## src/rtl/core/a2c_pkg.sv

```systemverilog
// Shared types and constants for the cubic octant atan2 pipeline.
// Has no dependencies; every other file in rtl/core refers to it by scoped names.
package a2c_pkg;

	// Result width and the Q1.15 ratio format.
	localparam int unsigned ANGLE_W = 16;
	localparam int unsigned R_FRAC  = 15;
	localparam int unsigned QUO_W   = R_FRAC + 1;

	// Largest positive ratio code; a negative ratio may reach exactly -1.
	localparam logic [QUO_W-1:0] R_MAX = 16'h7FFF;

	// Polynomial coefficients in Q0.16: round(0.1963 * 2^16) and round(0.9817 * 2^16).
	localparam logic [13:0] COEF_A = 14'd12865;
	localparam logic [15:0] COEF_B = 16'd64337;

	// Pi in Q2.62, source of both octant base angles.
	localparam logic [63:0] PI_Q62 = 64'hC90FDAA22168C235;

	// Sign information that travels alongside each transaction.
	typedef struct packed {
		logic xneg;
		logic yneg;
		logic mneg;
	} side_t;

endpackage

```

## src/rtl/core/a2c_prep.sv

```systemverilog
// Front end of the atan2 pipeline: magnitudes, ratio numerator and denominator.
// Three register stages; uses a2c_pkg::side_t.
module a2c_prep #(
	parameter int unsigned SAMPLE_WIDTH = 16
) (
	input  logic                               clk,
	input  logic                               arst_n,
	input  logic                               en,
	input  logic                               up_valid,
	input  logic [SAMPLE_WIDTH-1:0]            y,
	input  logic [SAMPLE_WIDTH-1:0]            x,
	output logic                               dn_valid,
	output logic [SAMPLE_WIDTH+a2c_pkg::QUO_W-1:0] num,
	output logic [SAMPLE_WIDTH:0]              den,
	output a2c_pkg::side_t                     side
);

	localparam int unsigned W  = SAMPLE_WIDTH;
	localparam int unsigned NW = W + a2c_pkg::QUO_W;

	logic                   valid_s1, valid_s2, valid_s3;
	logic [W-1:0]           ay_s1, ax_s1;
	a2c_pkg::side_t         side_s1, side_s2, side_s3;
	logic [W-1:0]           mag_s2;
	logic [W:0]             den_s2, den_s3;
	logic [NW-1:0]          num_s3;

	logic [W-1:0]           ay_c, ax_c;
	logic [W:0]             dxa_c, dax_c, den_c;
	logic [W-1:0]           mag_c;
	logic                   mneg_c;
	logic [NW-1:0]          num_c;

	// The extra LSB on |y| keeps the denominator away from zero.
	always_comb begin
		ay_c = y[W-1] ? (~y + W'(2)) : (y + W'(1));
		ax_c = x[W-1] ? (~x + W'(1)) : x;
	end

	// For x >= 0 the numerator is |x| - ay, otherwise ay - |x|; the denominator is always
	// |x| + ay, so only the magnitude and the sign of the numerator are carried on.
	always_comb begin
		dxa_c  = {1'b0, ax_s1} - {1'b0, ay_s1};
		dax_c  = {1'b0, ay_s1} - {1'b0, ax_s1};
		den_c  = {1'b0, ax_s1} + {1'b0, ay_s1};
		mag_c  = dxa_c[W] ? dax_c[W-1:0] : dxa_c[W-1:0];
		mneg_c = side_s1.xneg ? dax_c[W] : dxa_c[W];
	end

	// Dividend for a Q1.15 quotient rounded to nearest.
	always_comb begin
		num_c = {1'b0, mag_s2, {a2c_pkg::R_FRAC{1'b0}}} + NW'(den_s2[W:1]);
	end

	always_ff @(posedge clk or negedge arst_n) begin
		if (!arst_n) begin
			valid_s1 <= 1'b0;
			valid_s2 <= 1'b0;
			valid_s3 <= 1'b0;
		end else if (en) begin
			valid_s1 <= up_valid;
			valid_s2 <= valid_s1;
			valid_s3 <= valid_s2;
		end
	end

	always_ff @(posedge clk) begin
		if (en) begin
			ay_s1        <= ay_c;
			ax_s1        <= ax_c;
			side_s1.xneg <= x[W-1];
			side_s1.yneg <= y[W-1];
			side_s1.mneg <= 1'b0;

			mag_s2       <= mag_c;
			den_s2       <= den_c;
			side_s2.xneg <= side_s1.xneg;
			side_s2.yneg <= side_s1.yneg;
			side_s2.mneg <= mneg_c;

			num_s3       <= num_c;
			den_s3       <= den_s2;
			side_s3      <= side_s2;
		end
	end

	assign dn_valid = valid_s3;
	assign num      = num_s3;
	assign den      = den_s3;
	assign side     = side_s3;

endmodule

```

## config.mk

```make
export PLATFORM = sky130hd
export DESIGN_NAME = a2c_prep
export DESIGN_NICKNAME = d
export VERILOG_FILES = /design/src/rtl/core/a2c_pkg.sv /design/src/rtl/core/a2c_prep.sv
export SDC_FILE = /design/constraint.sdc
export NUM_CORES = 1
export LEC_CHECK = 0
export ABC_AREA = 1
export BUFFER_PORTS_ARGS = -buffer_cell sky130_fd_sc_hd__buf_4
export CAP_MARGIN = 30
export CORE_ASPECT_RATIO = 0.6
export CORE_MARGIN = 3
export CORE_UTILIZATION = 50
export CTS_CLUSTER_DIAMETER = 30
export DETAILED_ROUTE_END_ITERATION = 6
export GPL_ROUTABILITY_DRIVEN = 0
export PLACE_DENSITY = 0.7
export SKIP_LAST_GASP = 1
export SLEW_MARGIN = 40
export SYNTH_ARGS = -nofsm -noshare
export SYNTH_HDL_FRONTEND = slang
export SYNTH_SLANG_ARGS = --single-unit
```

## constraint.sdc

```tcl
create_clock -name clk -period 6 [get_ports clk]
set_input_delay 0.9 -clock clk [delete_from_list [all_inputs] [get_ports clk]]
set_output_delay 0.9 -clock clk [all_outputs]
set_load 0.01 [all_outputs]
```

==> results.md <==
- RSZ-0062 raised after global routing: false
- Reg2reg start: ax_s1[3]$_DFFE_PP_
- CTS Buffer Depth: 2
- Placed instance area: 0.00848 mm²
- FF+latch count, synth: 109
- Placed Instances: 1210
- # rows: 34
- Post-CTS setup buffer count: 0
- Root Driver: clkbuf_16
- Synth warnings: 0
- Post-synthesis cell type count: 39
- Reg2Reg Depth: 8
- Post-synthesis to final-layout area growth: 12.1%
- Slew margin rel.: 0.506
- Critical path endpoint category: flip-flop
- WP data arrival: 2.49 ns
- Total wire length: 16600 µm
- Max Cap Viol: 0
- HP Class: input pin to async pin
- CTS H-tree lvls: 3
- Die width: 167 µm
- FFs w/ async S/R, synth: 0.0275
- Post-Syn Instances: 957
- Die span in y: 103 µm
- Io pins: 89
- Vias in the first global route: 5547
- Least-Margin Pin Slew: 0.741 ns
- Initial antenna violation count: 0
- Fin area: 0.00877 mm²
- R2R setup slack: 3.61 ns
- Top cell type's share of synthesized area: 0.407
- Gr ovfl total: 0
- Port Buf Inserts: 88
- Syn Area/Cell: 8.17 µm²
- Critical path fanouts, max: 8
- ANT cells: 0
- Post_cts resized: 0
- GR Util All Layers: 0.202
- Clk sink count: 109
- Post-synthesis instance area: 0.00782 mm²
- CTS tree: yes
- Initial Util: 0.525
- First DRT Iteration DRCs: 552
- Clock slew at reported path FFs: 0.07 ns
- R2R Path End: den_s2[10]$_DFFE_PP_
- Post-layout util: 0.589
- Layout cells sized above 1: 0.140
- Setup Skew: 0.00589 ns
- Area contributors post-synth: edfxtp_1 (41%), nand2_1 (14%), ha_1 (9.4%), inv_1 (7.3%), xor2_1 (5.6%)
- Cts bufs inserted: 9
- Post-synthesis sequential area ratio: 0.417
- Setup crit start kind: flip-flop
- Final setup viols: 0
- # hold bufs at CTS: 0
- Largest net degree at the start of global routing: 65
- Leak Pwr: 4.39 nW
- Status: completed
- Fin Setup TNS: 0 ns
- Final net count: 1121
- Post-synth EDFFs: 106
- Tmin final: 2.39 ns
- WL per Instance: 13.6 µm
- DR pass1 iterations: 5
- Post-synth top flop: edfxtp_1
- Routed Antenna Nets: 0
- Synth area leader: edfxtp_1
- Via density: 4.95
- Clock latency on the worst-skew pair: 0.35 ns
- Area of the core: 0.0149 mm²
- VDD IR-drop max: 0.000142 V
- DRC: 0
- Worst EP required: 6.10 ns
- FMAX: 419 MHz
- Final Max Slew Viols: 0
- Synthesized net count: 1055
- Pwr Density: 283 mW/mm²
- Die area: 0.0172 mm²
- First-pass GRT wire length: 27500 µm
- Finished Layout Cells: 1226
- Type of the worst setup path: flip-flop to flip-flop
- Via count: 6072
- Hpwl dp: 13700 µm
- Tcrit/Tclk final: 0.398
- Final Hold Viols: 0
## sequential cells by signal, summed over array words and instances (netlist names)
name,flops
ax_s1,16
ay_s1,16
den,17
den_s2,16
dn_valid,1
mag_s2,16
num,17
side,3
side_s1,2
side_s2,3
valid_s1,1
valid_s2,1
## layer usage
layer  global-route usage  routed length [µm]
met5                    0                   0
met2                0.296                6550
met1                0.306                8370
met4               0.0434                 216
met3               0.0479                1510
## cells in the final DEF (no fill, tap or decap), types with 4 or more instances in the layout
master / n
xor2_1: 50
nor3_1: 12
ha_1: 59
nor2_1: 57
edfxtp_1: 106
inv_2: 13
o21ai_0: 20
nand3_1: 58
xnor2_1: 10
nor4_1: 4
buf_4: 89
clkbuf_16: 9
a21oi_1: 33
inv_1: 152
nand4_1: 17
nand2_1: 286
nand2_2: 13
## logic make-up (layout without fill, tap and decap cells)
group                    Yosys count  count (layout)  share of synthesized area
AND/OR/NAND/NOR                  462             462                      0.253
buffers and inverters            200             271                      0.114
flip-flops                       109             109                      0.417
AO/OA/AOI/OAI                     63              63                     0.0459
adder cells (fa/ha/maj)           62              62                      0.102
XOR/XNOR                          60              60                     0.0672
multiplexers                       1               1                    0.00144
## worst max-delay path by stage
stage | end | slack, ns | startpoint | cells past startpoint
finish | den_s2[10]$_DFFE_PP_ | 3.61 | ax_s1[3]$_DFFE_PP_ | 8
global route | den_s2[10]$_DFFE_PP_ | 3.46 | ay_s1[2]$_DFFE_PP_ | 9
CTS | den_s2[10]$_DFFE_PP_ | 3.64 | ax_s1[2]$_DFFE_PP_ | 8
detailed placement | dn_valid$_DFFE_PN0P_ | 3.35 | en | 3
global placement | dn_valid$_DFFE_PN0P_ | 3.36 | en | 3
floorplan | mag_s2[13]$_DFFE_PP_ | 3.92 | ay_s1[0]$_DFFE_PP_ | 11
## through the flow
| step | total power [W] | setup slack, ns | hold slack (ns) |
|---|---|---|---|
| 6_report | 0.00248 | 3.61 | 0.328 |
| 5_1_grt | 0.00264 | 3.46 | 0.316 |
| 4_1_cts | 0.00248 | 3.64 | 0.318 |
| 3_5_place_dp | 0.00191 | 3.35 | 0.405 |
| 3_3_place_gp | 0.00189 | 3.36 | 0.401 |
| 2_1_floorplan | 0.00167 | 3.92 | 0.400 |
## worst max-delay path: stages, from the launching register on
cell and delay, ns:
edfxtp_1 0.46, ha_1 0.56, inv_2 0.12, a21oi_1 0.14
nand2_1 0.15, a21oi_2 0.32, nor2_1 0.09, o21ai_0 0.22
nand2_1 0.07
## power by group
group / internal, W / leakage, nW / switching [W]
clock network: 0.000292 / 0.143 / 0.000279
registers: 0.000998 / 1.08 / 0.0000646
logic: 0.000306 / 3.16 / 0.000539
## cells in the mapped netlist, drive strengths merged (2+ instances only)
cell type	count
nand4	17
ha	59
clkbuf	2
nand3b	2
o21bai	3
fa	3
xor2	50
edfxtp	106
nor4	4
and2	3
dfrtp	3
nand2	303
buf	32
o21ai	21
xnor2	10
inv	166
nor2	59
a21oi	36
nor3	12
nand3	58
## cell type report
type	count	area (µm²)
clock buffers	9	225
repair buffers	89	668
fillers	1360	6120
inverters	166	626
well taps	198	248
flip-flops and latches	109	3260
multi-input cells	648	3680
clock inverters	7	66.3
Note: power is estimated with default switching activity, not from simulation.
