**config.mk**
```make
export PLATFORM = sky130hd
export DESIGN_NAME = a2c_poly
export DESIGN_NICKNAME = d
export VERILOG_FILES = /design/src/rtl/core/a2c_pkg.sv /design/src/rtl/core/a2c_poly.sv
export SDC_FILE = /design/constraint.sdc
export NUM_CORES = 2
export LEC_CHECK = 0
export BUFFER_PORTS_ARGS = -buffer_cell sky130_fd_sc_hd__buf_2
export CORE_AREA = 2 2 227 319
export CTS_CLUSTER_SIZE = 16
export DETAILED_ROUTE_END_ITERATION = 8
export DIE_AREA = 0 0 229 321
export HOLD_SLACK_MARGIN = 0.15
export PLACE_DENSITY = 0.86
export SETUP_SLACK_MARGIN = 0.15
export SLEW_MARGIN = 20
export SYNTH_ARGS = -nofsm -noshare
export SYNTH_HDL_FRONTEND = slang
export SYNTH_SLANG_ARGS = --single-unit
```
**constraint.sdc**
```tcl
create_clock -name clk -period 17.7 [get_ports clk]
set_input_delay 3.54 -clock clk [delete_from_list [all_inputs] [get_ports clk]]
set_output_delay 3.54 -clock clk [all_outputs]
set_load 0.01 [all_outputs]
```
**src/rtl/core/a2c_pkg.sv**
```systemverilog
// Shared types and constants for the cubic octant atan2 pipeline.
// Has no dependencies; every other file in rtl/core refers to it by scoped names.
package a2c_pkg;

	// Result width and the Q1.15 ratio format.
	localparam int unsigned ANGLE_W = 16;
	localparam int unsigned R_FRAC  = 15;
	localparam int unsigned QUO_W   = R_FRAC + 1;

	// Largest positive ratio code; a negative ratio may reach exactly -1.
	localparam logic [QUO_W-1:0] R_MAX = 16'h7FFF;

	// Polynomial coefficients in Q0.16: round(0.1963 * 2^16) and round(0.9817 * 2^16).
	localparam logic [13:0] COEF_A = 14'd12865;
	localparam logic [15:0] COEF_B = 16'd64337;

	// Pi in Q2.62, source of both octant base angles.
	localparam logic [63:0] PI_Q62 = 64'hC90FDAA22168C235;

	// Sign information that travels alongside each transaction.
	typedef struct packed {
		logic xneg;
		logic yneg;
		logic mneg;
	} side_t;

endpackage

```
**src/rtl/core/a2c_poly.sv**
```systemverilog
// Back end of the atan2 pipeline: signed ratio, cubic correction, octant base and saturation.
// Seven register stages; uses a2c_pkg coefficients, pi and the sideband type.
module a2c_poly #(
	parameter int unsigned ANGLE_FRAC_BITS = 13
) (
	input  logic                               clk,
	input  logic                               arst_n,
	input  logic                               en,
	input  logic                               up_valid,
	input  logic [a2c_pkg::QUO_W-1:0]          quo,
	input  a2c_pkg::side_t                     side,
	output logic                               dn_valid,
	output logic [a2c_pkg::ANGLE_W-1:0]        angle
);

	localparam int unsigned F    = ANGLE_FRAC_BITS;
	localparam int unsigned SH   = 61 - F;
	localparam int unsigned BSH  = 62 - F;
	localparam int unsigned SUMW = (F + 3 > a2c_pkg::ANGLE_W + 1) ? F + 3 : a2c_pkg::ANGLE_W + 1;

	localparam logic [63:0] QPI   = a2c_pkg::PI_Q62 >> 2;
	localparam logic [63:0] QPI3  = QPI * 64'd3;
	localparam logic [63:0] BASE1 = (QPI + (64'd1 << (BSH - 1))) >> BSH;
	localparam logic [63:0] BASE3 = (QPI3 + (64'd1 << (BSH - 1))) >> BSH;
	localparam logic signed [SUMW-1:0] B1_POS = SUMW'(BASE1);
	localparam logic signed [SUMW-1:0] B3_POS = SUMW'(BASE3);
	localparam logic signed [SUMW-1:0] B1_NEG = -B1_POS;
	localparam logic signed [SUMW-1:0] B3_NEG = -B3_POS;
	localparam logic signed [SUMW-1:0] SAT_HI = SUMW'((2 ** (a2c_pkg::ANGLE_W - 1)) - 1);
	localparam logic signed [SUMW-1:0] SAT_LO = SUMW'(-(2 ** (a2c_pkg::ANGLE_W - 1)));
	localparam logic [61:0]            HALF   = 62'd1 << (SH - 1);

	logic                   vld_s1, vld_s2, vld_s3, vld_s4, vld_s5, vld_s6, vld_s7;
	a2c_pkg::side_t         side_s1, side_s2, side_s3, side_s4, side_s5, side_s6;
	logic signed [15:0]     r_s1, r_s2, r_s3;
	logic [30:0]            r2_s2;
	logic signed [46:0]     s_s3;
	logic signed [62:0]     p_s4;
	logic [61:0]            pmag_s5;
	logic                   pn_s5;
	logic [F:0]             cm_s6;
	logic                   cneg_s6;
	logic [a2c_pkg::ANGLE_W-1:0] angle_s7;

	logic [16:0]            rneg_c;
	logic [15:0]            r_c;
	logic signed [31:0]     r2_c;
	logic [44:0]            ar2_c;
	logic signed [46:0]     s_c;
	logic signed [62:0]     p_c;
	logic signed [62:0]     pneg_c;
	logic [61:0]            pmag_c;
	logic [61:0]            rnd_c;
	logic signed [SUMW-1:0] base_c;
	logic signed [SUMW-1:0] cmx_c;
	logic signed [SUMW-1:0] sum_c;
	logic [a2c_pkg::ANGLE_W-1:0] angle_c;

	// A positive ratio of exactly one is clamped; minus one is representable.
	always_comb begin
		rneg_c = 17'd0 - {1'b0, quo};
		if (side.mneg) begin
			r_c = rneg_c[15:0];
		end else if (quo[a2c_pkg::QUO_W-1]) begin
			r_c = a2c_pkg::R_MAX;
		end else begin
			r_c = quo;
		end
	end

	always_comb begin
		r2_c  = 32'(r_s1) * 32'(r_s1);
		ar2_c = 45'(a2c_pkg::COEF_A) * 45'(r2_s2);
		s_c   = $signed({2'b00, ar2_c}) - $signed({1'b0, a2c_pkg::COEF_B, 30'd0});
		p_c   = 63'(s_s3) * 63'(r_s3);
	end

	always_comb begin
		pneg_c = -p_s4;
		pmag_c = p_s4[62] ? pneg_c[61:0] : p_s4[61:0];
		rnd_c  = pmag_s5 + HALF;
	end

	// Negation for y < 0 is folded into both the base and the sign of the correction.
	always_comb begin
		if (side_s6.xneg) begin
			base_c = side_s6.yneg ? B3_NEG : B3_POS;
		end else begin
			base_c = side_s6.yneg ? B1_NEG : B1_POS;
		end
		cmx_c = SUMW'(cm_s6);
		sum_c = cneg_s6 ? (base_c - cmx_c) : (base_c + cmx_c);
		if (sum_c > SAT_HI) begin
			angle_c = SAT_HI[a2c_pkg::ANGLE_W-1:0];
		end else if (sum_c < SAT_LO) begin
			angle_c = SAT_LO[a2c_pkg::ANGLE_W-1:0];
		end else begin
			angle_c = sum_c[a2c_pkg::ANGLE_W-1:0];
		end
	end

	always_ff @(posedge clk or negedge arst_n) begin
		if (!arst_n) begin
			vld_s1 <= 1'b0;
			vld_s2 <= 1'b0;
			vld_s3 <= 1'b0;
			vld_s4 <= 1'b0;
			vld_s5 <= 1'b0;
			vld_s6 <= 1'b0;
			vld_s7 <= 1'b0;
		end else if (en) begin
			vld_s1 <= up_valid;
			vld_s2 <= vld_s1;
			vld_s3 <= vld_s2;
			vld_s4 <= vld_s3;
			vld_s5 <= vld_s4;
			vld_s6 <= vld_s5;
			vld_s7 <= vld_s6;
		end
	end

	always_ff @(posedge clk) begin
		if (en) begin
			r_s1     <= r_c;
			side_s1  <= side;

			r_s2     <= r_s1;
			r2_s2    <= r2_c[30:0];
			side_s2  <= side_s1;

			r_s3     <= r_s2;
			s_s3     <= s_c;
			side_s3  <= side_s2;

			p_s4     <= p_c;
			side_s4  <= side_s3;

			pmag_s5  <= pmag_c;
			pn_s5    <= p_s4[62];
			side_s5  <= side_s4;

			cm_s6    <= rnd_c[61:SH];
			cneg_s6  <= pn_s5 ^ side_s5.yneg;
			side_s6  <= side_s5;

			angle_s7 <= angle_c;
		end
	end

	assign dn_valid = vld_s7;
	assign angle    = angle_s7;

endmodule

```
==> out/results.tsv <==
stage	metric	value	unit
sta	period utilization	44.7	%
routing	uppermost layer routed	met4	
routing	Routed Antenna Nets	0	
worst_setup_path	Buf/Inv on CP	3	
cells_and_area	Layout area overhead	3.69	%
routing	number of remaining DRC errors	0	
placement	global placer's final weighted congestion	0.954	
routing	DR WL met2	60.6	mm
worst_setup_path	most used cell, CP	fa_1	
yosys	YS warnings	0	
worst_setup_path	WP depth	21	
sta	Hold WS	0.422	ns
floorplan	starting density of the core	69.4	%
worst_setup_path	CP endpoint	p_s4[52]	
grt	first-pass GRT wire length	191	mm
min_path	hold crit path type	reg2reg	
yosys	share of flip-flops with an asynchronous set or reset after synthesis	2.79	%
yosys	Yosys top cell by area	fa_1	
routing	via count	34900	
yosys	synth top area cells	fa_1 (40%), edfxtp_1 (15%), ha_1 (11%), inv_1 (10%), nand2_1 (4.6%)	
cells_and_area	share of cells above drive strength 1	2.71	%
worst_setup_path	Crit Path Class	reg2reg	
worst_setup_path	Crit Path Max Fanout	32	
yosys	Mapped Area	49200	um2
worst_setup_path	Setup crit end kind	register	
yosys	Synth Instances	5117	
yosys	synthesized area per cell	9.61	um2
floorplan	height of the die	321	um
sta	Peak Freq	126	MHz
clocking	Worst-Skew Late Latency	0.61	ns
routing	Met1 Routed Length	37.6	mm
yosys	Synth top area share	40.3	%
yosys	mux cell area share after synthesis	0.288	%
grt	initial antenna violation count	2	
placement	pre-CTS WS	9.94	ns
floorplan	# rows	116	
floorplan	Core Footprint	70800	um2
routing	met3 wire length	7.93	mm
worst_setup_path	CP Data Required Time	18.05	ns
yosys	dominant synthesized flop cell	edfxtp_1	
grt	largest net degree at the start of global routing	102	
placement	DP Wirelength	89.4	mm
yosys	Post-synth EDFFs	244	
clocking	CTS Sinks	251	
worst_setup_path	Critical Path, Cell by Cell	buf_4 > and2_1 > fa_1 > fa_1 > fa_1 > fa_1 > fa_1 > inv_1 > fa_1 > inv_1 > ha_1 > a21oi_1 > o21bai_1 > a21o_1 > a211oi_1 > o211ai_1 > nor3_1 > o31ai_1 > a221oi_1 > o21ai_0 > xor2_1	
sta	Rel. slew slack	32.0	%
clocking	Worst-path clk slew	0.06	ns
floorplan	I/O Pins	40	
clocking	H-tree levels	1	
grt	vias in the first global route	40300	
sta	Pins Over Slew Limit	0	
worst_setup_path	Worst Setup SP	r_s3[14]	
sta	RSZ-0062 raised after global routing	false	
yosys	Adder-Cell Fraction of Synth Area	51.3	%
yosys	count leader, synth	inv_1	
sta	fin crit period	7.91	ns
yosys	list of most frequent post-synthesis cells	inv_1 (1315), fa_1 (989), nand2_1 (603)	
worst_setup_path	r2r setup slk	9.79	ns
worst_setup_path	max incr delay on CP	0.81	ns
clocking	Num CTS Buffers	28	
yosys	largest family of logic cells by synthesized area	adder cells	
worst_setup_path	R2R Path End	p_s4[52]	
worst_setup_path	Top Family by Delay on Critical Path	adder cells	
sta	Worst Tran Pin Value	1.02	ns
worst_setup_path	Worst EP arrival	8.25	ns
clocking	hold_buf cts	0	
worst_setup_path	Reg2Reg Launch Point	r_s3[14]	
yosys	simple-gate area share of the yosys netlist	12.4	%
worst_setup_path	Worst setup SP type	register	
routing	WL final	114	mm
worst_setup_path	Slowest cell on crit path	a221oi_1	
routing	DRT iter0 DRCs	2201	
yosys	Synth Area in XOR/XNOR	3.38	%
yosys	area fraction in compound gates after synthesis	5.87	%
sta	setup TNS	0	ns
clocking	Root Driver	clkbuf_16	
worst_setup_path	FF-to-FF path depth	21	
clocking	Clock Tree Buf Depth	3	
clocking	CTS tree	done	
sta	Clock Skew	0.0218	ns
floorplan	Die W	229	um
floorplan	die area	73500	um2
status	status	finished clean	
yosys	sequential area share after synthesis	15.3	%
sta	post-route setup slack	9.79	ns
grt	Total GRT Usage	32.7	%
clocking	CTS resizes	0	
cells_and_area	Final nets	6467	
routing	TritonRoute pass-1 iters	8	
sta	final hold vios	0	
clocking	Setup Fix Bufs, Post-CTS	0	
grt	grt total ovfl	0	
flow_run	MaxCap Viol Count	0	
yosys	Seq cells post-synth	251	
routing	wire per inst	19.1	um
routing	vias per cell	5.83	
yosys	post-synth cell types	76	
placement	IO Port Bufs	39	
sta	endpoints failing setup	0	
==> cells in the final DEF (no fill, tap or decap), types with 8 or more instances in the layout <==
master,n
mux2_2,9
nand4_1,24
or2_2,8
nand2_1,603
clkbuf_16,28
and2_1,300
xnor2_1,141
nand2b_1,34
a211oi_1,17
nand3_1,36
conb_1,8
edfxtp_1,244
buf_4,23
fa_1,989
and3_1,23
inv_1,1315
a21o_1,68
o21bai_1,21
nor2_1,166
xor2_1,49
o21a_1,16
a21oi_1,145
or3_1,14
nor4_1,15
a31oi_1,21
nor2b_1,14
o21ai_0,76
buf_2,38
nor3_1,24
o31ai_1,8
ha_1,428
a21boi_0,9
==> stage by stage <==
stage / area (um2) / cells / utilization, %
floorplan: 49200 / 5123 / -
global placement: 50000 / 5941 / 70.6
detailed placement: 50000 / 5941 / 70.6
CTS: 51000 / 5992 / 72.0
global route: 51000 / 5992 / 72.0
finish: 51000 / 5993 / 72.0
==> flip-flops by register name (all words and copies together), names as in the netlist, 14 cells and up <==
name,flops
pmag_s5,15
cm_s6,14
r_s1,16
p_s4,63
r_s2,16
r_s3,16
r2_s2,29
angle,16
s_s3,45
==> how the worst min path moves through the flow <==
stage | end | start | cells past startpoint | slack, ns
finish | side_s5[1] | side_s4[1] | 0 | 0.42
global route | side_s4[2] | side_s3[2] | 0 | 0.43
CTS | side_s3[1] | side_s2[1] | 0 | 0.42
detailed placement | side_s3[1] | side_s2[1] | 0 | 0.41
global placement | side_s5[2] | side_s4[2] | 0 | 0.40
floorplan | r_s3[10] | r_s2[10] | 0 | 0.40
==> metal layers <==
metal	track usage, %	vias to the layer above
met3	4.20	600
met1	35.4	17400
met2	60.5	1653
met5	0	-
met4	20.3	0
li1	-	15300
==> cell type report <==
| cell class | instances | area, um2 |
|---|---|---|
| Timing Repair Buffer | 62 | 378 |
| Clock inverter | 22 | 231 |
| Multi-Input combinational cell | 3368 | 36000 |
| Fill cell | 4940 | 19900 |
| Antenna cell | 1 | 2.50 |
| Inverter | 1316 | 4940 |
| Tap cell | 944 | 1180 |
| Sequential cell | 251 | 7500 |
| Clock buffer | 29 | 704 |
==> logic make-up after synthesis <==
logic type / count (synthesis)
buf+inv: 1504
fa+ha+maj: 1423
simple gates: 1284
compound gates: 450
flops: 251
xor+xnor: 190
mux: 13
other cells: 2
Power is left out: the tool's default activity adds up to more than one toggle a clock period on the data nets, which glitch-free logic cannot reach.
