<file path="config.mk">
export PLATFORM = sky130hd
export DESIGN_NAME = a2c_div
export DESIGN_NICKNAME = d
export VERILOG_FILES = /design/src/rtl/core/a2c_pkg.sv /design/src/rtl/core/a2c_div.sv
export SDC_FILE = /design/constraint.sdc
export NUM_CORES = 1
export LEC_CHECK = 0
export BUFFER_PORTS_ARGS = -buffer_cell sky130_fd_sc_hd__buf_2
export CORE_MARGIN = 4
export CORE_UTILIZATION = 63
export DETAILED_ROUTE_END_ITERATION = 8
export GPL_TIMING_DRIVEN = 0
export HOLD_SLACK_MARGIN = 0.02
export PLACE_DENSITY_LB_ADDON = 0.05
export SLEW_MARGIN = 20
export SYNTH_ARGS = -nofsm -noshare
export SYNTH_HDL_FRONTEND = slang
export SYNTH_SLANG_ARGS = --single-unit
export TNS_END_PERCENT = 5
</file>
<file path="constraint.sdc">
create_clock -name clk -period 3.3 [get_ports clk]
set_input_delay 0.66 -clock clk [delete_from_list [all_inputs] [get_ports clk]]
set_output_delay 0.66 -clock clk [all_outputs]
set_load 0.005 [all_outputs]
</file>
<file path="src/rtl/core/a2c_pkg.sv">
// Shared types and constants for the cubic octant atan2 pipeline.
// Has no dependencies; every other file in rtl/core refers to it by scoped names.
package a2c_pkg;

	// Result width and the Q1.15 ratio format.
	localparam int unsigned ANGLE_W = 16;
	localparam int unsigned R_FRAC  = 15;
	localparam int unsigned QUO_W   = R_FRAC + 1;

	// Largest positive ratio code; a negative ratio may reach exactly -1.
	localparam logic [QUO_W-1:0] R_MAX = 16'h7FFF;

	// Polynomial coefficients in Q0.16: round(0.1963 * 2^16) and round(0.9817 * 2^16).
	localparam logic [13:0] COEF_A = 14'd12865;
	localparam logic [15:0] COEF_B = 16'd64337;

	// Pi in Q2.62, source of both octant base angles.
	localparam logic [63:0] PI_Q62 = 64'hC90FDAA22168C235;

	// Sign information that travels alongside each transaction.
	typedef struct packed {
		logic xneg;
		logic yneg;
		logic mneg;
	} side_t;

endpackage

</file>
<file path="src/rtl/core/a2c_div.sv">
// Pipelined restoring divider producing the 16-bit ratio magnitude, one quotient bit a stage.
// Uses a2c_pkg for the quotient width and the sideband type.
module a2c_div #(
	parameter int unsigned SAMPLE_WIDTH = 16
) (
	input  logic                                   clk,
	input  logic                                   arst_n,
	input  logic                                   en,
	input  logic                                   up_valid,
	input  logic [SAMPLE_WIDTH+a2c_pkg::QUO_W-1:0] num,
	input  logic [SAMPLE_WIDTH:0]                  den,
	input  a2c_pkg::side_t                         side,
	output logic                                   dn_valid,
	output logic [a2c_pkg::QUO_W-1:0]              quo,
	output a2c_pkg::side_t                         side_o
);

	localparam int unsigned W  = SAMPLE_WIDTH;
	localparam int unsigned NW = W + a2c_pkg::QUO_W;
	localparam int unsigned QB = a2c_pkg::QUO_W;

	logic                   vld_s  [QB];
	logic [W:0]             rem_s  [QB];
	logic [W:0]             den_s  [QB];
	logic [QB-1:0]          low_s  [QB];
	logic [QB-1:0]          quo_s  [QB];
	a2c_pkg::side_t         side_s [QB];

	logic                   vsrc   [QB];
	logic [W:0]             rsrc   [QB];
	logic [W:0]             dsrc   [QB];
	logic [QB-1:0]          lsrc   [QB];
	logic [QB-1:0]          qsrc   [QB];
	a2c_pkg::side_t         ssrc   [QB];
	logic [W+1:0]           trial  [QB];
	logic [W+1:0]           diff   [QB];
	logic [W:0]             rem_nx [QB];
	logic                   qbit   [QB];

	// The partial remainder always stays below the divisor, so a single trial
	// subtraction decides each quotient bit.
	always_comb begin
		for (int i = 0; i < QB; i++) begin
			if (i == 0) begin
				vsrc[i] = up_valid;
				rsrc[i] = {1'b0, num[NW-1:QB]};
				dsrc[i] = den;
				lsrc[i] = num[QB-1:0];
				qsrc[i] = '0;
				ssrc[i] = side;
			end else begin
				vsrc[i] = vld_s[i-1];
				rsrc[i] = rem_s[i-1];
				dsrc[i] = den_s[i-1];
				lsrc[i] = low_s[i-1];
				qsrc[i] = quo_s[i-1];
				ssrc[i] = side_s[i-1];
			end
			trial[i]  = {rsrc[i], lsrc[i][QB-1]};
			diff[i]   = trial[i] - {1'b0, dsrc[i]};
			qbit[i]   = ~diff[i][W+1];
			rem_nx[i] = qbit[i] ? diff[i][W:0] : trial[i][W:0];
		end
	end

	always_ff @(posedge clk or negedge arst_n) begin
		if (!arst_n) begin
			for (int i = 0; i < QB; i++) begin
				vld_s[i] <= 1'b0;
			end
		end else if (en) begin
			for (int i = 0; i < QB; i++) begin
				vld_s[i] <= vsrc[i];
			end
		end
	end

	always_ff @(posedge clk) begin
		if (en) begin
			for (int i = 0; i < QB; i++) begin
				rem_s[i]  <= rem_nx[i];
				den_s[i]  <= dsrc[i];
				low_s[i]  <= {lsrc[i][QB-2:0], 1'b0};
				quo_s[i]  <= {qsrc[i][QB-2:0], qbit[i]};
				side_s[i] <= ssrc[i];
			end
		end
	end

	assign dn_valid = vld_s[QB-1];
	assign quo      = quo_s[QB-1];
	assign side_o   = side_s[QB-1];

endmodule

</file>
==> metrics.log, run 1 <==
INFO  metric clk_root_buffer_cell = sky130_fd_sc_hd__clkbuf_16
INFO  metric netlist_area = roughly 41000 um2
INFO  metric layout.cells.most_common_list = sky130_fd_sc_hd__edfxtp_1 (814), sky130_fd_sc_hd__inv_1 (317), sky130_fd_sc_hd__ha_1 (260), sky130_fd_sc_hd__nor2_1 (154), sky130_fd_sc_hd__a21oi_1 (146)
INFO  metric final_layout_size_suffix_gt1_share = a little under a fifth
INFO  metric number_of_antenna_violations_at_the_first_check_in_global_routing = 0
INFO  metric floorplan.die_area = 69000 um2
INFO  metric worst_path_maximum_fanout = 10
INFO  metric max-cap-violations = 0
INFO  metric finalClockSkew = approximately 0.024 ns
INFO  metric drt-wirelength-per-cell = around 17 um
INFO  metric num_io_pins = 76
INFO  metric run_status = finished, violations left
INFO  metric port_buffers = between 70 and 80
INFO  metric per_cell_via_count_in_the_routed_design = roughly 5.7
INFO  metric path_clk_slew = 0.06 ns
INFO  metric cell_pwr_density = slightly above 1000 nW/um2
INFO  metric initial_utilization = 63.5%
INFO  metric netlist_instances = 2932
INFO  metric holdCritPathClass = primary input to flip-flop
INFO  metric crit_path_end_kind = flip-flop
INFO  metric pin_count_of_the_biggest_net_entering_global_routing = 106
INFO  metric reg2reg_from = den_s[1][86]$_DFFE_PP_
INFO  metric clock_sinks = 830
INFO  metric ys.flop_type = sky130_fd_sc_hd__edfxtp_1
INFO  metric required = between 3 and 4 ns
INFO  metric ir_worst_vdd = ~0.54 mV
INFO  metric drt-total-wl = 69.4 mm
INFO  metric power.static_leakage = about 0.019 uW
INFO  metric floorplan.core_area = 64300 um2
INFO  metric final_hpwl_dp = between 40 and 50 mm
INFO  metric critPathArrivalTime = 3.70 ns
INFO  metric critical_path.startpoint_type = flip-flop
INFO  metric die_height = 263 um
INFO  metric share_of_the_clock_period_used_by_the_worst_path = 100%
INFO  metric die-width = 263 um
INFO  metric cts_buffers = between 80 and 90
INFO  metric gp_routability_congestion = ~0.86
INFO  metric postLayoutSetupSlackWorst = -0.0155 ns
INFO  metric synth_enable_flop_cells = between 800 and 900
INFO  metric antenna_violating_nets_post_route = 0
INFO  metric track_usage = between 10% and 20%
INFO  metric cts_tree = done
INFO  metric drc = 0
INFO  metric h-tree-depth = 3
INFO  metric route.vias.total = ~23000
INFO  metric finalCoreUtilization = about 72%
INFO  metric drt_first_pass_iters = 5
INFO  metric slew_viol_final = 0
INFO  metric hold_viol_final = 0
INFO  metric insertion_delay = around 0.64 ns
INFO  metric cts_buffer_depth = 3
INFO  metric route.met2.wl = slightly above 40 mm
INFO  metric row_count = 93
INFO  metric setup-tns-final = -0.0231 ns
INFO  metric synth_async_sr_flop_share = under 10%
INFO  metric antenna_cells_inserted = 0
INFO  metric max_freq = 0.302 GHz
INFO  metric grt_pass1_wl = 114 mm
INFO  metric met1Wirelength = 23.1 mm
INFO  metric area_delta_synth_final = 14.0%
INFO  metric hp-start = num[10]
INFO  metric number_of_drc_markers_in_iteration_0 = roughly 1500
INFO  metric grt_setup_unrepaired = true
INFO  metric worstMarginPinSlew = 0.636 ns
INFO  metric syn-mean-instance-area = approximately 14 um2
INFO  metric post-route-cell-area = 46600 um2
INFO  metric layout.cells.most_common = sky130_fd_sc_hd__edfxtp_1
INFO  metric met3_length = 2.06 mm
INFO  metric number_of_setup_violations_in_the_final_report = 2
INFO  metric path_class = flip-flop to flip-flop
INFO  metric yosys_warnings = 0
INFO  metric overflow = 0
INFO  metric violated_checks = setup timing
INFO  metric maxSlewHeadroom = a little under three fifths
INFO  metric final_nets = between 3000 and 4000
INFO  metric synth-seq-cells = just over 800
INFO  metric first_global_vias = roughly 25000
INFO  metric detailed_place.area = approximately 43000 um2
INFO  metric synth_sequential_area_ratio = 60.8%
INFO  metric yosys.cell_types.count = 76
INFO  metric critical_path.startpoint = den_s[1][86]$_DFFE_PP_
INFO  metric syn_nets = around 3300
INFO  metric top_layer = met4
INFO  metric final_period_minus_worst_setup_slack = ~3.3 ns
state kept, by name, summed over array words and instances, names as in the netlist:
signal / count
quo_s: 136
side_s: 48
rem_s: 255
den_s: 255
low_s: 120
dn_valid: 1
vld_s: 15
cell type report:
class / count / area (um2)
plain buffers: 37 / 352
clock buffers: 106 / 2270
clock inverters: 49 / 573
fillers: 4072 / 17800
inverters: 321 / 1200
multi-input cells: 1745 / 15100
flip-flops and latches: 830 / 24800
well taps: 855 / 1070
repair buffers: 135 / 1130
report_power, final:
part	total [uW]	switching [uW]	internal (uW)	leakage, uW
Combinational	21900	10500	11500	0.00928
Sequential	16300	1160	15200	0.00815
Clock	9630	3990	5630	0.00136
path summary, 6_finish.rpt:
kind,to,slack [ns],cells after the start
min in group asynchronous,vld_s[15]$_DFFE_PN0P_,0.48,2
worst min register to register,side_s[1][9]$_DFFE_PP_,0.41,0
worst max register to register,rem_s[1][117]$_DFFE_PP_,-0.02,11
worst min-delay path,low_s[0][10]$_DFFE_PP_,0.19,1
worst max-delay path,rem_s[1][117]$_DFFE_PP_,-0.02,11
max in group asynchronous,vld_s[11]$_DFFE_PN0P_,2.56,2
per-stage QoR:
| stage | hold slack (ns) | setup slack, ns | instances | total power (uW) |
|---|---|---|---|---|
| finish | 0.194 | -0.0155 | 4078 | 47900 |
| CTS | 0.156 | -0.117 | 4046 | 46900 |
| global placement | 0.400 | -10.89 | 3862 | 35200 |
| detailed placement | 0.405 | -0.644 | 3872 | 35900 |
| floorplan | 0.364 | 0.0544 | 2932 | 31600 |
| global route | 0.169 | -0.0982 | 4078 | 50700 |
logic make-up (layout without fill, tap and decap cells):
group | after synthesis | after routing | share of synthesized area (%)
buffers and inverters | 358 | 648 | 3.65
AO/OA/AOI/OAI | 546 | 546 | 9.09
adder cells (fa/ha/maj) | 286 | 286 | 9.04
XOR/XNOR | 202 | 203 | 4.45
flip-flops | 830 | 830 | 60.8
multiplexers | 226 | 226 | 6.95
AND/OR/NAND/NOR | 484 | 484 | 6.00
critical path, stage by stage, from the launching register on:
cell	delay [ns]
sky130_fd_sc_hd__edfxtp_1	0.43
sky130_fd_sc_hd__inv_1	0.08
sky130_fd_sc_hd__ha_1	0.21
sky130_fd_sc_hd__nor2b_1	0.14
sky130_fd_sc_hd__o211ai_1	0.27
sky130_fd_sc_hd__a31o_2	0.25
sky130_fd_sc_hd__a21oi_2	0.09
sky130_fd_sc_hd__a221o_1	0.42
sky130_fd_sc_hd__a221oi_4	0.30
sky130_fd_sc_hd__xnor2_2	0.25
sky130_fd_sc_hd__buf_6	0.25
sky130_fd_sc_hd__mux2_2	0.36
routing by layer:
metal  up-vias  track usage, %
li1      11300               -
met1     11100            18.1
met2       455            40.4
met3       223            2.84
met4         0            11.4
met5         -               0
cell usage after synthesis (15+ instances only):
cell type	number	area share (%)
sky130_fd_sc_hd__nand2_1	93	0.85
sky130_fd_sc_hd__fa_1	15	0.74
sky130_fd_sc_hd__and3_1	19	0.29
sky130_fd_sc_hd__a21oi_1	159	1.9
sky130_fd_sc_hd__and2_1	15	0.23
sky130_fd_sc_hd__mux2_4	85	3.1
sky130_fd_sc_hd__xnor2_1	143	3.1
sky130_fd_sc_hd__dfrtp_1	16	0.98
sky130_fd_sc_hd__mux2i_1	21	0.51
sky130_fd_sc_hd__a31oi_1	26	0.40
sky130_fd_sc_hd__ha_1	271	8.3
sky130_fd_sc_hd__a211oi_1	19	0.35
sky130_fd_sc_hd__edfxtp_1	814	60
sky130_fd_sc_hd__nand2b_1	24	0.37
sky130_fd_sc_hd__nor3_1	25	0.31
sky130_fd_sc_hd__nor2_1	154	1.4
sky130_fd_sc_hd__mux2_2	120	3.3
sky130_fd_sc_hd__o21ai_0	98	1.2
sky130_fd_sc_hd__o21a_1	36	0.66
sky130_fd_sc_hd__nand3_1	36	0.44
sky130_fd_sc_hd__a21o_1	65	1.2
sky130_fd_sc_hd__xor2_1	54	1.2
sky130_fd_sc_hd__a31o_2	20	0.43
sky130_fd_sc_hd__inv_1	321	2.9
sky130_fd_sc_hd__nor2b_1	55	0.84
what timing repair did:
item / CTS / global route
buffers inserted: 13 / 30
resized for setup: 68 / 66
gates cloned: 5 / 2
endpoints found under the hold margin: 16 / 0
hold buffers: 1 / 0
endpoints found under the setup margin: 205 / 195
pin swaps: 16 / 27
Power figures use the tool's default switching activity.
==> run 2: changes to the inputs <==
- RECOVER_POWER: not set -> 100
==> run 2 against run 1 <==
  * The flow finishes with violations (capacitance limit, slew limit, setup timing)
  * Flip-flop and latch count unchanged
  * Clock power about the same
  * First-iteration DRC count decreased by 3.9%
  * Final cell count unchanged
  * Core utilization decreased by 0.31 points
  * Worst hold slack about the same
  * Final area decreased by 0.43%
  * Sequential share of layout area increased by 0.23 points
  * Combinational power about the same
  * Global-route usage unchanged
  * Sequential power about the same
==> metrics.log, run 2 (same netlist as run 1, synthesis figures left out) <==
INFO  metric cell_pwr_density = around 1000 nW/um2
INFO  metric first_global_vias = 25100
INFO  metric critPathArrivalTime = ~3.7 ns
INFO  metric cts_buffer_depth = 3
INFO  metric hold_viol_final = 0
INFO  metric power.static_leakage = 0.0187 uW
INFO  metric violated_checks = capacitance limit, slew limit, setup timing
INFO  metric ir_worst_vdd = about 0.54 mV
INFO  metric clkPwrFrac = 20.2%
INFO  metric reg2reg_to = rem_s[1][117]$_DFFE_PP_
INFO  metric pin_count_of_the_biggest_net_entering_global_routing = between 100 and 150
INFO  metric critical-path-max-stage-delay = 0.43 ns
INFO  metric drt-total-wl = roughly 69 mm
INFO  metric holdCritPathClass = primary input to flip-flop
INFO  metric dpl_worst_slack = -0.644 ns
INFO  metric number_of_setup_violations_in_the_final_report = 2
INFO  metric row_count = a little over 90
INFO  metric area_delta_synth_final = 13.5%
INFO  metric final_period_minus_worst_setup_slack = ~3.3 ns
INFO  metric h-tree-depth = 3
INFO  metric critical_path.startpoint_type = flip-flop
INFO  metric per_cell_via_count_in_the_routed_design = between 5 and 6
INFO  metric post-route-cell-area = 46400 um2
INFO  metric insertion_delay = ~0.64 ns
INFO  metric required = around 3.7 ns
INFO  metric worst_reg_to_reg_path_cell_count = 11
INFO  metric antenna_cells_inserted = 0
INFO  metric postLayoutSetupSlackWorst = -0.0108 ns
INFO  metric registers_with_the_most_flip_flops = den_s (255), rem_s (255), quo_s (136)
INFO  metric floorplan.core_area = between 60000 and 70000 um2
INFO  metric drt_first_pass_iters = 6
INFO  metric crit_path_end_kind = flip-flop
INFO  metric reg2reg_from = den_s[1][86]$_DFFE_PP_
INFO  metric layout.cells.most_common = sky130_fd_sc_hd__edfxtp_1
INFO  metric number_of_antenna_violations_at_the_first_check_in_global_routing = 0
INFO  metric combinationalPowerShare = around 46%
INFO  metric path_class = flip-flop to flip-flop
INFO  metric grt_setup_unrepaired = true
INFO  metric track_usage = 19.8%
INFO  metric worst_path_maximum_fanout = 10
INFO  metric cts_buffers = 86
INFO  metric number_of_drc_markers_in_iteration_0 = between 1000 and 1500
INFO  metric drt-wirelength-per-cell = between 15 and 20 um
INFO  metric path_clk_slew = 0.06 ns
INFO  metric timing.critical_path.cells = inv_1 > ha_1 > nor2b_1 > o211ai_1 > a31o_2 > a21oi_2 > a221o_1 > a221oi_4 > xnor2_2 > buf_6 > mux2_2
INFO  metric finalClockSkew = 0.0241 ns
INFO  metric overflow = 0
INFO  metric drc = 0
INFO  metric final_layout_size_suffix_gt1_share = between 15 and 20%
INFO  metric grt_pass1_wl = 114 mm
INFO  metric hold_path_end = low_s[0][10]$_DFFE_PP_
INFO  metric clock_sinks = 830
INFO  metric worstMarginPinSlew = 1.56 ns
INFO  metric route.vias.total = between 20000 and 25000
INFO  metric max_freq = just over 0.3 GHz
INFO  metric intPower = between 30000 and 40000 uW
INFO  metric die-width = roughly 260 um
INFO  metric antenna_violating_nets_post_route = 0
INFO  metric switching_share = roughly 33%
INFO  metric initial_utilization = 63.5%
INFO  metric final.fill_count = about 4100
INFO  metric hp-start = num[10]
INFO  metric total_power = ~48000 uW
INFO  metric run_status = finished, violations left
INFO  metric power.switching = approximately 16000 uW
INFO  metric worst_hold_path.num_cells = 1
INFO  metric gp_routability_congestion = between 0.8 and 0.9
INFO  metric final_nets = 3498
INFO  metric die_height = roughly 260 um
INFO  metric slew_viol_final = 71
INFO  metric detailed_place.area = about 43000 um2
INFO  metric r2r_slack = -0.01 ns
INFO  metric floorplan.die_area = 69000 um2
INFO  metric share_of_the_clock_period_used_by_the_worst_path = 100%
INFO  metric cts_tree = done
INFO  metric seqPwrFrac = 34.2%
INFO  metric clk_root_buffer_cell = sky130_fd_sc_hd__clkbuf_16
INFO  metric port_buffers = 75
INFO  metric max-cap-violations = 1
INFO  metric num_io_pins = 76
INFO  metric layout.cells.most_common_list = sky130_fd_sc_hd__edfxtp_1 (814), sky130_fd_sc_hd__inv_1 (318), sky130_fd_sc_hd__ha_1 (260), sky130_fd_sc_hd__nor2_1 (154), sky130_fd_sc_hd__a21oi_1 (147)
INFO  metric final_hpwl_dp = 48.4 mm
INFO  metric critical-path-slowest-cell = sky130_fd_sc_hd__edfxtp_1
INFO  metric maxSlewHeadroom = -4.09%
run 2: cell count changes in the layout (fill, tap and decap cells not counted), moves of 3 or more:
cell                       change
sky130_fd_sc_hd__buf_16        -5
sky130_fd_sc_hd__buf_2        -15
sky130_fd_sc_hd__buf_4         -6
sky130_fd_sc_hd__clkbuf_1     +18
sky130_fd_sc_hd__clkbuf_2      +4
sky130_fd_sc_hd__clkbuf_4      +5
sky130_fd_sc_hd__xnor2_2       +3
sky130_fd_sc_hd__xnor2_4       -3
run 2: worst max path at each step:
stage | from | slack [ns] | depth (start not counted) | endpoint
2_1_floorplan | num[15] | 0.05 | 12 | rem_s[0][14]$_DFFE_PP_
3_3_place_gp | en | -10.89 | 4 | vld_s[12]$_DFFE_PN0P_
3_5_place_dp | den[1] | -0.64 | 12 | rem_s[0][13]$_DFFE_PP_
4_1_cts | low_s[0][119]$_DFFE_PP_ | -0.12 | 14 | rem_s[1][9]$_DFFE_PP_
5_1_grt | den_s[1][52]$_DFFE_PP_ | -0.10 | 14 | rem_s[1][83]$_DFFE_PP_
6_report | den_s[1][86]$_DFFE_PP_ | -0.01 | 11 | rem_s[1][117]$_DFFE_PP_
run 2: worst max-delay path, delay by kind of cell, from the launching register on:
family | cells | cell delay (ns)
compound gates | 5 | 1.33
flops | 1 | 0.43
mux | 1 | 0.36
buf+inv | 2 | 0.33
xor+xnor | 1 | 0.25
fa+ha+maj | 1 | 0.21
simple gates | 1 | 0.14
run 2: layout make-up:
type	instances	area (um2)	share of cell area (%)
clock buffer	106	2270	4.89
multi-input combinational	1745	15000	32.5
timing repair buffer	135	1000	2.16
clock inverter	49	573	1.24
sequential	830	24800	53.6
tap	855	1070	2.31
buffer	37	340	0.734
inverter	321	1200	2.60
run 2: power by group through the flow:
stage	combinational [uW]	clock, uW	sequential [uW]
after floorplan	15500	0	16100
after global placement	18600	0	16600
after detailed placement	19500	0	16400
after CTS	20700	9840	16300
after global routing	23600	10300	16600
final	21800	9620	16300
run 2: routing by layer:
metal	track usage, %	up-vias	routed length, um
met3	2.84	219	2080
li1	-	11300	-
met1	18.1	11200	23100
met5	0	-	0
met4	11.4	0	3940
met2	40.4	456	40300
run 2: what timing repair did:
| action | CTS | global route |
|---|---|---|
| hold endpoints to repair | 16 | 0 |
| resized for setup | 68 | 66 |
| pin swaps | 16 | 27 |
| gates cloned | 5 | 2 |
| hold buffers | 1 | 0 |
| buffers inserted | 13 | 30 |
| endpoints found under the setup margin | 205 | 195 |
run 2: per-stage QoR:
step / utilization [%] / hold slack [ns] / instances / setup TNS [ns]
final: 72.0 / 0.194 / 4078 / -0.0147
after global routing: 72.0 / 0.169 / 4078 / -12.57
after CTS: 71.5 / 0.156 / 4046 / -1.28
after detailed placement: 66.2 / 0.405 / 3872 / -73.66
after global placement: 65.7 / 0.400 / 3862 / -8677.98
after floorplan: - / 0.364 / 2932 / 0
